--- config.mk ---
export PLATFORM = sky130hd
export DESIGN_NAME = tbc_resolve
export DESIGN_NICKNAME = d
export VERILOG_FILES = /design/src/translated_block_tag_cache_assert.svh /design/src/tbc_pkg.sv /design/src/tbc_resolve.sv
export SDC_FILE = /design/constraint.sdc
export NUM_CORES = 1
export LEC_CHECK = 0
export ABC_CLOCK_PERIOD_IN_PS = 9500
export BUFFER_PORTS_ARGS = -buffer_cell sky130_fd_sc_hd__buf_4
export CORE_AREA = 2 2 261 263
export DETAILED_ROUTE_END_ITERATION = 12
export DIE_AREA = 0 0 263 265
export SLEW_MARGIN = 20
export SYNTH_ARGS = -nofsm -noshare
export SYNTH_HDL_FRONTEND = slang
export SYNTH_SLANG_ARGS = --single-unit
--- constraint.sdc ---
create_clock -name vclk -period 9.5
set_input_delay 1.425 -clock vclk [all_inputs]
set_output_delay 1.425 -clock vclk [all_outputs]
set_load 0.05 [all_outputs]
--- src/translated_block_tag_cache_assert.svh ---
// Assertion macros shared by the tag cache RTL.
// Each expands to a labeled concurrent assertion clocked by clk, disabled in reset.
`ifndef TRANSLATED_BLOCK_TAG_CACHE_ASSERT_SVH
`define TRANSLATED_BLOCK_TAG_CACHE_ASSERT_SVH

// Consequent must hold in the same cycle as the antecedent.
`define TBC_ASSERT_SAME(label, ante, cons) \
    label: assert property (@(posedge clk) disable iff (!rst_n) (ante) |-> (cons)) \
        else $error("tbc: same-cycle check failed");

// Consequent must hold in the cycle after the antecedent.
`define TBC_ASSERT_NEXT(label, ante, cons) \
    label: assert property (@(posedge clk) disable iff (!rst_n) (ante) |=> (cons)) \
        else $error("tbc: next-cycle check failed");

`endif

--- src/tbc_pkg.sv ---
// Package for the translated block tag cache: field widths, command codes,
// controller states and the result/update structs. No dependencies.
`default_nettype none

package tbc_pkg;

    localparam int PC_W     = 16;
    localparam int MAP_W    = 32;
    localparam int CMD_W    = 2;
    localparam int WAYF_W   = 2;
    localparam int LEN_W    = 4;
    localparam int BUDGET_W = 16;
    localparam int CPI_W    = 4;
    localparam int APB_AW   = 3;
    localparam int APB_DW   = 32;

    localparam logic [31:0]      HASH_MULT    = 32'h9e37_79b1;
    localparam int               HASH_SHIFT_A = 11;
    localparam int               HASH_SHIFT_B = 16;
    localparam logic [PC_W-1:0]  CODE_FLOOR   = 16'h0080;
    localparam logic [CPI_W-1:0] COST_RESET   = 4'd8;

    // Register index as decoded from paddr[2]
    localparam logic REG_CPI = 1'b0;

    typedef enum logic [CMD_W-1:0] {
        CMD_LOOKUP = 2'd0,
        CMD_FILL   = 2'd1,
        CMD_NOTIFY = 2'd2,
        CMD_FLUSH  = 2'd3
    } cmd_t;

    typedef enum logic [1:0] {
        ST_CLEAR,
        ST_IDLE,
        ST_RESOLVE
    } state_t;

    typedef struct packed {
        logic              hit;
        logic              stale;
        logic [WAYF_W-1:0] way;
        logic              evicted;
        logic [LEN_W-1:0]  cached_length;
        logic              run_block;
    } rsp_t;

    typedef struct packed {
        logic row_we;
        logic page_we;
        rsp_t rsp;
    } upd_t;

endpackage

`default_nettype wire

--- src/tbc_resolve.sv ---
// Resolve stage: from one set row and the page generation, decide the outcome of
// a command and build the write-back row. Depends on tbc_pkg.
`default_nettype none

module tbc_resolve #(
    parameter int WAYS          = 4,
    parameter int GEN_BITS      = 16,
    parameter int MAX_BLOCK_LEN = 8,
    localparam int ENTRY_W      = tbc_pkg::PC_W + tbc_pkg::MAP_W + GEN_BITS + tbc_pkg::LEN_W,
    localparam int VP_W         = $clog2(WAYS),
    localparam int ROW_W        = VP_W + WAYS + WAYS * ENTRY_W
) (
    input  wire tbc_pkg::cmd_t                     cmd,
    input  wire logic [tbc_pkg::PC_W-1:0]          pc,
    input  wire logic [tbc_pkg::MAP_W-1:0]         map,
    input  wire logic [tbc_pkg::WAYF_W-1:0]        fway,
    input  wire logic [tbc_pkg::LEN_W-1:0]         blen,
    input  wire logic [tbc_pkg::BUDGET_W-1:0]      budget,
    input  wire logic [tbc_pkg::CPI_W-1:0]         cpi,
    input  wire logic [ROW_W-1:0]                  row_rd,
    input  wire logic [GEN_BITS-1:0]               pgen,
    output logic      [ROW_W-1:0]                  row_wr,
    output logic      [GEN_BITS-1:0]               pgen_wr,
    output tbc_pkg::upd_t                          upd
);
    import tbc_pkg::*;

    localparam int VALID_LSB = WAYS * ENTRY_W;
    localparam int VP_LSB    = VALID_LSB + WAYS;
    localparam int GEN_LSB   = LEN_W;
    localparam int MAP_LSB   = GEN_LSB + GEN_BITS;
    localparam int PC_LSB    = MAP_LSB + MAP_W;

    logic [WAYS-1:0]     valid;
    logic [WAYS-1:0]     match;
    logic [VP_W-1:0]     vp;
    logic [VP_W-1:0]     vp_inc;
    logic [VP_W-1:0]     match_way;
    logic [VP_W-1:0]     free_way;
    logic [VP_W-1:0]     fw;
    logic [ENTRY_W-1:0]  ent [WAYS];
    logic [ENTRY_W-1:0]  hit_ent;
    logic [GEN_BITS-1:0] hit_gen;
    logic [LEN_W-1:0]    hit_len;
    logic [LEN_W-1:0]    blen_sat;
    logic                found;
    logic                have_free;
    logic                fill_ok;

    function automatic logic fits(input logic [LEN_W-1:0] len,
                                  input logic [CPI_W-1:0] cost,
                                  input logic [BUDGET_W-1:0] limit);
        logic [LEN_W+CPI_W-1:0] prod;
        prod = (LEN_W+CPI_W)'(len) * (LEN_W+CPI_W)'(cost);
        return BUDGET_W'(prod) <= limit;
    endfunction

    // Unpack the row and match tags in every way
    always_comb
    begin
        valid = row_rd[VALID_LSB +: WAYS];
        vp    = row_rd[VP_LSB +: VP_W];
        for (int w = 0; w < WAYS; w++)
        begin
            ent[w]   = row_rd[w*ENTRY_W +: ENTRY_W];
            match[w] = valid[w]
                    && (ent[w][PC_LSB +: PC_W] == pc)
                    && (ent[w][MAP_LSB +: MAP_W] == map);
        end
        found     = |match;
        have_free = ~&valid;
        match_way = '0;
        free_way  = '0;
        // lowest way wins
        for (int w = WAYS - 1; w >= 0; w--)
        begin
            if (match[w])
            begin
                match_way = VP_W'(w);
            end
            if (!valid[w])
            begin
                free_way = VP_W'(w);
            end
        end
        hit_ent  = ent[match_way];
        hit_gen  = hit_ent[GEN_LSB +: GEN_BITS];
        hit_len  = hit_ent[LEN_W-1:0];
        vp_inc   = (vp == VP_W'(WAYS - 1)) ? '0 : vp + 1'b1;
        fw       = VP_W'(fway);
        fill_ok  = 5'(fway) < 5'(WAYS);
        blen_sat = (blen > LEN_W'(MAX_BLOCK_LEN)) ? LEN_W'(MAX_BLOCK_LEN) : blen;
    end

    always_comb
    begin
        row_wr  = row_rd;
        pgen_wr = pgen + 1'b1;
        upd     = '0;
        unique case (cmd)
            CMD_LOOKUP:
            begin
                if (found)
                begin
                    upd.rsp.way = WAYF_W'(match_way);
                    if (hit_gen == pgen)
                    begin
                        upd.rsp.hit           = 1'b1;
                        upd.rsp.cached_length = hit_len;
                        upd.rsp.run_block     = fits(hit_len, cpi, budget);
                    end
                    else
                    begin
                        upd.rsp.stale = 1'b1;
                    end
                end
                else if (have_free)
                begin
                    upd.rsp.way = WAYF_W'(free_way);
                end
                else
                begin
                    // round-robin victim; advance the set pointer
                    upd.rsp.way                = WAYF_W'(vp);
                    upd.rsp.evicted            = 1'b1;
                    upd.row_we                 = 1'b1;
                    row_wr[VP_LSB +: VP_W]     = vp_inc;
                end
            end
            CMD_FILL:
            begin
                if (fill_ok)
                begin
                    upd.row_we  = 1'b1;
                    upd.rsp.way = fway;
                    if ((blen == '0) || (pc < CODE_FLOOR))
                    begin
                        row_wr[VALID_LSB + int'(fw)] = 1'b0;
                    end
                    else
                    begin
                        row_wr[VALID_LSB + int'(fw)]           = 1'b1;
                        row_wr[int'(fw)*ENTRY_W +: ENTRY_W]    = {pc, map, pgen, blen_sat};
                        upd.rsp.cached_length                  = blen_sat;
                        upd.rsp.run_block = fits(blen_sat, cpi, budget);
                    end
                end
            end
            CMD_NOTIFY:
            begin
                upd.page_we = (pc >= CODE_FLOOR);
            end
            CMD_FLUSH:
            begin
                // the controller runs the clearing sweep
                upd = '0;
            end
            default:
            begin
                upd = '0;
            end
        endcase
    end

endmodule

`default_nettype wire

# --- Word level (Yosys, flattened, before mapping) ---
# Cells that the tools add are included.
totals:
  ff_bits: 0
  latch_bits: 0
  ramBits: 0
  mem_bits_ro: 0
  input_bits: 370
  output_inout_bits: 306
  elab_cells: 84
  mem_count: 0
classes:
  n_addsub: 4
  multipliers: 3
  div_mod_pow: 0
  magnitude_cmp: 8
  eq_ne: 12
  shifts: 2
  mux: 37
  bitwise_logic: 4
  reduce_logical: 14
op_table:
  columns: ["cell", "count"]
  rows:
  - ["278-bit bitwise AND", 1]
  - ["278-bit bitwise mux", 1]
  - ["278-bit two-way mux", 1]
  - ["278-bit inverter", 1]
  - ["278-bit OR", 1]
  - ["68-bit by 33-bit variable shift with 278-bit output, first input constant", 1]
  - ["68-bit by 33-bit indexed part select with 278-bit output", 1]
  - ["276-bit two-way mux", 1]
  - ["68-bit binary-select mux with 2-bit select", 1]
  - ["32-bit == test", 4]
  - ["16-bit == test", 5]
  - ["20-bit two-way mux", 2]
  - ["9-bit negation with 33-bit output", 1]
  - ["8-bit by 16-bit less-or-equal comparator with 1-bit output", 2]
  - ["2-bit two-way mux", 15]
  - ["16-bit by 1-bit adder with 16-bit output, second input constant", 1]
  - ["16-bit by 8-bit greater-or-equal comparator with 1-bit output, second input constant", 1]
  - ["16-bit by 8-bit less-than comparator with 1-bit output, second input constant", 1]
  - ["4-bit by 4-bit multiplier with 8-bit output", 2]
  - ["5-bit two-way mux", 3]
  - ["9-bit by 2-bit adder with 10-bit output, first input constant", 1]
  - ["10-bit by 1-bit greater-or-equal comparator with 1-bit output, second input constant", 1]
  - ["10-bit less-than comparator, second input constant", 1]
  - ["5-bit case mux with 2 select lines", 1]
  - ["18 further kinds", 34]

# --- Logic depth before layout (Yosys ltp) ---
# Gate-level depths: netlist of run 1.
logic_depth:
  depth_word: 16
  ltp_mapped: 28
  mapped_depth_nobuf: 26

# --- Least setup slack after synthesis of run 1 ---
# OpenSTA, ideal clock, no wires.
synth_path:
  kind: "input to output"
  start: "in map[14] (netlist name)"
  end: "out upd[0] (netlist name)"
  arrival_ns: 7.320
  required_ns: 8.075
  path_slack_ns: 0.755
  cell_stages: 28
  path_buffers: 3
  cell_sequence: "clkbuf_1 -> xor2_1 -> nor4_1 -> nand3_1 -> or4_1 -> clkbuf_1 -> o21ai_1 -> buf_4 -> mux2i_1 -> mux2i_1 -> and2_1 -> fa_1 -> inv_1 -> fa_1 -> inv_1 -> ha_1 -> a21o_1 -> a21oi_1 -> o21bai_1 -> a21oi_1 -> xnor2_1 -> ha_1 -> nand3_1 -> nor2_1 -> a21oi_1 -> nand2_1 -> nand2_1 -> o41ai_2"
synth_lines:
  columns: ["item", "line", "source"]
  rows:
  - ["from (decl)", "tbc_resolve.sv:15", "input wire logic [tbc_pkg::MAP_W-1:0] map,"]
  - ["to (decl)", "tbc_resolve.sv:24", "output tbc_pkg::upd_t upd"]

==> results.py, run 1 <==
metrics = {
    "run_status": {
        "status": "completed",
    },
    "setup_path": {
        "arrival_ns": 7.75,
        "crit_path_frequent_cell": "a21oi_1",
        "cp_slowest_cell": "fa_1",
        "critPathMaxStageDelay_ns": 0.59,
        "crit_fanout": 8,
        "crit_start": "map[2]",
        "critPathLaunchType": "input pin",
        "path_delay_family": "simple AND/OR/NAND/NOR gates",
        "worstSetupEndpointType": "output pin",
        "path_depth": 28,
        "crit_type": "in -> out",
        "endpoint": "upd[0]",
        "path_buf_inv": 4,
        "cp_data_required_time_ns": 8.08,
    },
    "route": {
        "wire_per_inst_um": 33.71,
        "vias": 16850,
        "via_per_inst": 5.188,
        "drt-initial-drc-count": 1367,
        "drt-pass1-iter-count": 7,
        "drt-total-wl_um": 109500,
        "postRouteAntennaNets": 0,
        "drcViolationCount": 0,
    },
    "clock_tree": {
        "post_cts_resized": 0,
        "ctsHoldBuffers": 0,
        "postCtsSetupBuffers": 0,
    },
    "power_and_ir_drop": {
        "p_clk_frac": 0,
        "power_frac_seq": 0,
        "p_switching_uw": 946.4,
        "leakage_uw": 0.007970,
        "swShare": 0.6922,
        "cellPowerDensity_nw_per_um2": 79.09,
        "p_comb_frac": 1.000,
        "ir_worst_vdd_mv": 0.02876,
        "p_int_uw": 420.8,
    },
    "sta": {
        "min_period_ns": 9.172,
        "finalSetupViolCount": 0,
        "relSlewSlack": 0.2710,
        "rsz0062_at_grt": "no",
        "drv_slew": 0,
        "hold_violations": 0,
        "worst_pin_slew_ns": 1.093,
        "tns_ns": 0,
        "fmax_mhz": 109.0,
        "fin_hold_ws_ns": 3.205,
        "fin_crit_sh": 0.9654,
    },
    "hold_path": {
        "hold_class": "in -> out",
        "holdCritStartpoint": "cmd[1]",
    },
    "finish": {
        "instances_no_fill": 3248,
        "seq_cells": 0,
        "layout_commonest_cell": "buf_4",
        "clock_buffers": 0,
        "syn2layout_area_growth_pct": 51.67,
        "drive_above_1_share": 0.3360,
        "ff_latch_area_um2": 0,
        "nFillCells": 7715,
        "most-common-layout-cells": "buf_4 (726), nand2_1 (345), o21ai_0 (192)",
        "finalInstanceArea_um2": 17290,
        "layout.nets": 2799,
    },
    "synth": {
        "synth_area_um2": 11400,
        "synth_nets": 2258,
        "ys_types": 66,
        "yosysSeqAreaShare": 0,
        "syn_avg_cell_area_um2": 6.229,
        "syn_inst": 1830,
        "yosys_warnings": 0,
        "synth_area_leader_cell": "nand2_1",
        "synthTopCellsByArea": "nand2_1 (11%), xnor2_1 (11%), o21ai_0 (8.4%)",
        "yosys.area.top_type_share": 0.1149,
    },
    "die": {
        "ios": 676,
        "initial_core_util": 0.1706,
        "die_w_um": 263,
        "die-area_um2": 69700,
        "die_h_um": 265,
        "coreArea_um2": 66800,
        "num_rows": 95,
    },
    "place": {
        "dp_hpwl_um": 91240,
        "io_buffer_count": 676,
        "place_area_um2": 17270,
        "place.gp.congestion": 0.9654,
        "dpl.cell_count": 3242,
    },
    "run": {
        "drv_cap": 0,
    },
    "global_route": {
        "grt_pass1_wl_um": 144200,
        "grt_antenna_before_repair": 12,
        "grt.total_usage": 0.2979,
        "grt_pass1_vias": 16620,
        "grt_max_degree": 86,
        "grt_overflow_total": 0,
    },
}
==> per-stage QoR <==
step / power [µW] / setup WS, ns / util
final: 1367 / 0.3284 / 0.2588
after global routing: 1416 / 0.02030 / 0.2587
after global placement: 1355 / 0.2703 / 0.2585
after floorplan: 739.5 / 0.7547 / -
after CTS: 1359 / 0.2452 / 0.2585
after detailed placement: 1355 / 0.2673 / 0.2585
==> cells in the mapped netlist, types with 4 or more instances <==
cell      instances
o22ai_1           5
mux4_2           24
o21ai_0         192
nor3_1           20
mux2_2           14
o21ai_1           6
a22oi_1          19
or4b_1            4
o21a_1            9
a31oi_1          11
nor2b_1          25
nor2_1          103
a22o_1            7
nand2_1         349
ha_1             50
nand4_1          35
xor2_1           83
nand2b_1         55
a21o_1            7
or2_2            14
and2_1           27
clkbuf_1        146
fa_1              8
inv_1            46
buf_1            19
nand3_1          22
a21oi_1         100
buf_2            20
a211oi_1         13
o22a_1           11
o31ai_1         112
mux2i_1          57
nor4_1           24
xnor2_1         145
==> final cells by class <==
type | count | area, µm² | area share
antenna | 6 | 15.01 | 0.0008685
inverter | 48 | 180.2 | 0.01042
tap | 873 | 1092 | 0.06318
multi-input combinational | 1595 | 10550 | 0.6103
timing repair buffer | 726 | 5450 | 0.3153
==> layer usage <==
metal | global-route usage | vias to the layer above | share of wire | wire length, µm
li1 | - | 7500 | - | -
met1 | 0.3453 | 8171 | 0.39 | 42530
met2 | 0.5257 | 976 | 0.48 | 52850
met3 | 0.05499 | 194 | 0.069 | 7607
met4 | 0.1459 | 8 | 0.059 | 6452
met5 | 0 | - | 0.00043 | 47
==> power by group through the flow <==
stage | registers (µW) | clock network (µW) | logic (µW)
after CTS | 0 | 0 | 1360
after global routing | 0 | 0.0000423 | 1420
final | 0 | 0.0000304 | 1370
after floorplan | 0 | 0 | 740
after detailed placement | 0 | 0 | 1360
after global placement | 0 | 0 | 1360
==> cells by family (layout without fill, tap and decap cells) <==
| logic type | count (synthesis) | count (layout) | share of synthesized area |
|---|---|---|---|
| AOI/OAI and AO/OA | 518 | 518 | 0.2810 |
| xor gates and xnor gates | 228 | 228 | 0.1752 |
| adders and majority gates | 58 | 58 | 0.06893 |
| buffers and inverters | 235 | 774 | 0.08057 |
| muxes | 95 | 95 | 0.1113 |
| other | 0 | 6 | 0 |
| and+or+nand+nor | 696 | 696 | 0.2830 |
==> how the worst min path moves through the flow <==
stage / to / slack, ns / cells after the start
5_1_grt: upd[6] / 3.22 / 3
4_1_cts: upd[11] / 3.21 / 3
6_report: upd[11] / 3.21 / 3
3_5_place_dp: upd[11] / 3.21 / 3
2_1_floorplan: upd[11] / 3.03 / 1
3_3_place_gp: upd[11] / 3.20 / 3
Power figures use the tool's default switching activity.
==> inputs of run 2 (changes only) <==
- GPL_TIMING_DRIVEN: unset -> 0
==> results.py, run 2 (synthesis results as in run 1) <==
metrics = {
    "sta": {
        "fin_hold_ws_ns": 3.222,
        "finalSetupViolCount": 0,
        "worst_pin_slew_ns": 1.222,
        "hold_violations": 0,
        "min_period_ns": 9.271,
        "drv_slew": 0,
        "fin_crit_sh": 0.9759,
        "fmax_mhz": 107.9,
        "relSlewSlack": 0.1855,
    },
    "place": {
        "dpl.cell_count": 3322,
        "dp_hpwl_um": 100900,
        "place.gp.congestion": 0.9979,
        "io_buffer_count": 619,
    },
    "finish": {
        "most-common-layout-cells": "buf_4 (627), nand2_1 (349), o21ai_0 (192)",
        "seq_cells": 0,
        "layout.nets": 2886,
        "clock_buffers": 0,
        "layout_commonest_cell": "buf_4",
        "nFillCells": 7689,
        "instances_no_fill": 3339,
        "syn2layout_area_growth_pct": 56.36,
        "drive_above_1_share": 0.3213,
        "ff_latch_area_um2": 0,
    },
    "die": {
        "die_w_um": 263,
        "ios": 676,
        "num_rows": 95,
        "die-area_um2": 69700,
        "die_h_um": 265,
        "coreArea_um2": 66800,
        "initial_core_util": 0.1706,
    },
    "setup_path": {
        "critPathMaxStageDelay_ns": 0.59,
        "critPathLaunchType": "input pin",
        "cp_slowest_cell": "fa_1",
        "cp_data_required_time_ns": 8.08,
        "arrival_ns": 7.85,
        "worstSetupEndpointType": "output pin",
        "crit_type": "in -> out",
        "crit_fanout": 10,
    },
    "global_route": {
        "grt_pass1_wl_um": 152900,
        "grt.total_usage": 0.3193,
        "grt_overflow_total": 0,
        "grt_pass1_vias": 16990,
        "grt_max_degree": 14,
        "grt_antenna_before_repair": 15,
    },
    "route": {
        "drcViolationCount": 0,
        "postRouteAntennaNets": 0,
        "drt-pass1-iter-count": 5,
        "drt-initial-drc-count": 1962,
        "drt-total-wl_um": 118100,
        "wire_per_inst_um": 35.36,
        "via_per_inst": 5.398,
        "vias": 18020,
    },
    "clock_tree": {
        "ctsHoldBuffers": 0,
    },
    "power_and_ir_drop": {
        "ir_worst_vdd_mv": 0.03083,
        "cellPowerDensity_nw_per_um2": 78.46,
        "leakage_uw": 0.008092,
    },
    "run": {
        "drv_cap": 0,
    },
    "hold_path": {
        "hold_class": "in -> out",
    },
    "run_status": {
        "status": "completed",
    },
}
-- run 2: layout make-up --
type                            instances  area, µm²  share of cell area
Inverter                               48      180.2             0.01011
Multi-Input combinational cell       1595      10990              0.6164
Tap cell                              873       1092             0.06129
Timing Repair Buffer                  628       4731              0.2654
Buffer                                185      808.3             0.04535
Antenna cell                           10      25.02            0.001404
-- run 2: layer usage --
| metal | GRT usage | wire length, µm |
|---|---|---|
| met5 | 0 | 54 |
| met4 | 0.1438 | 7034 |
| met3 | 0.07292 | 10690 |
| met2 | 0.5706 | 57280 |
| met1 | 0.3606 | 43010 |
-- run 2: path summary, 6_finish.rpt --
check | to | cells past startpoint | startpoint
setup / recovery | upd[0] | 30 | map[2]
hold / removal | upd[11] | 3 | cmd[1]
-- run 2: through the flow --
step	utilization	setup TNS, ns	instance area (µm²)	worst slack, ns	power [µW]
6_report	0.2668	0	17820	0.2292	1398
2_1_floorplan	-	0	11400	0.7547	739.5
3_5_place_dp	0.2566	-0.8227	17140	-0.8227	1345
4_1_cts	0.2601	0	17380	0.01254	1360
3_3_place_gp	0.2565	-0.7502	17140	-0.7502	1343
5_1_grt	0.2666	-0.03262	17810	-0.03262	1441
-- run 2: what timing repair did --
action	CTS	global route
endpoints found under the setup margin	1	1
pin swaps	3	22
endpoints found under the hold margin	0	0
setup buffers	3	6
resized for setup	53	72
-- run 2: power breakdown --
group | total (µW) | internal (µW) | switching (µW)
sequential | 0 | 0 | 0
combinational | 1400 | 423 | 975
clock | 0.0000888 | 0.0000888 | 0
total | 1400 | 423 | 975
-- run 2: worst max-delay path: cells and delay by family --
family,cells,cell delay (ns)
mux,2,0.34
xor+xnor,2,0.38
simple gates,9,1.76
buf+inv,6,0.92
fa+ha+maj,4,1.71
compound gates,7,1.28
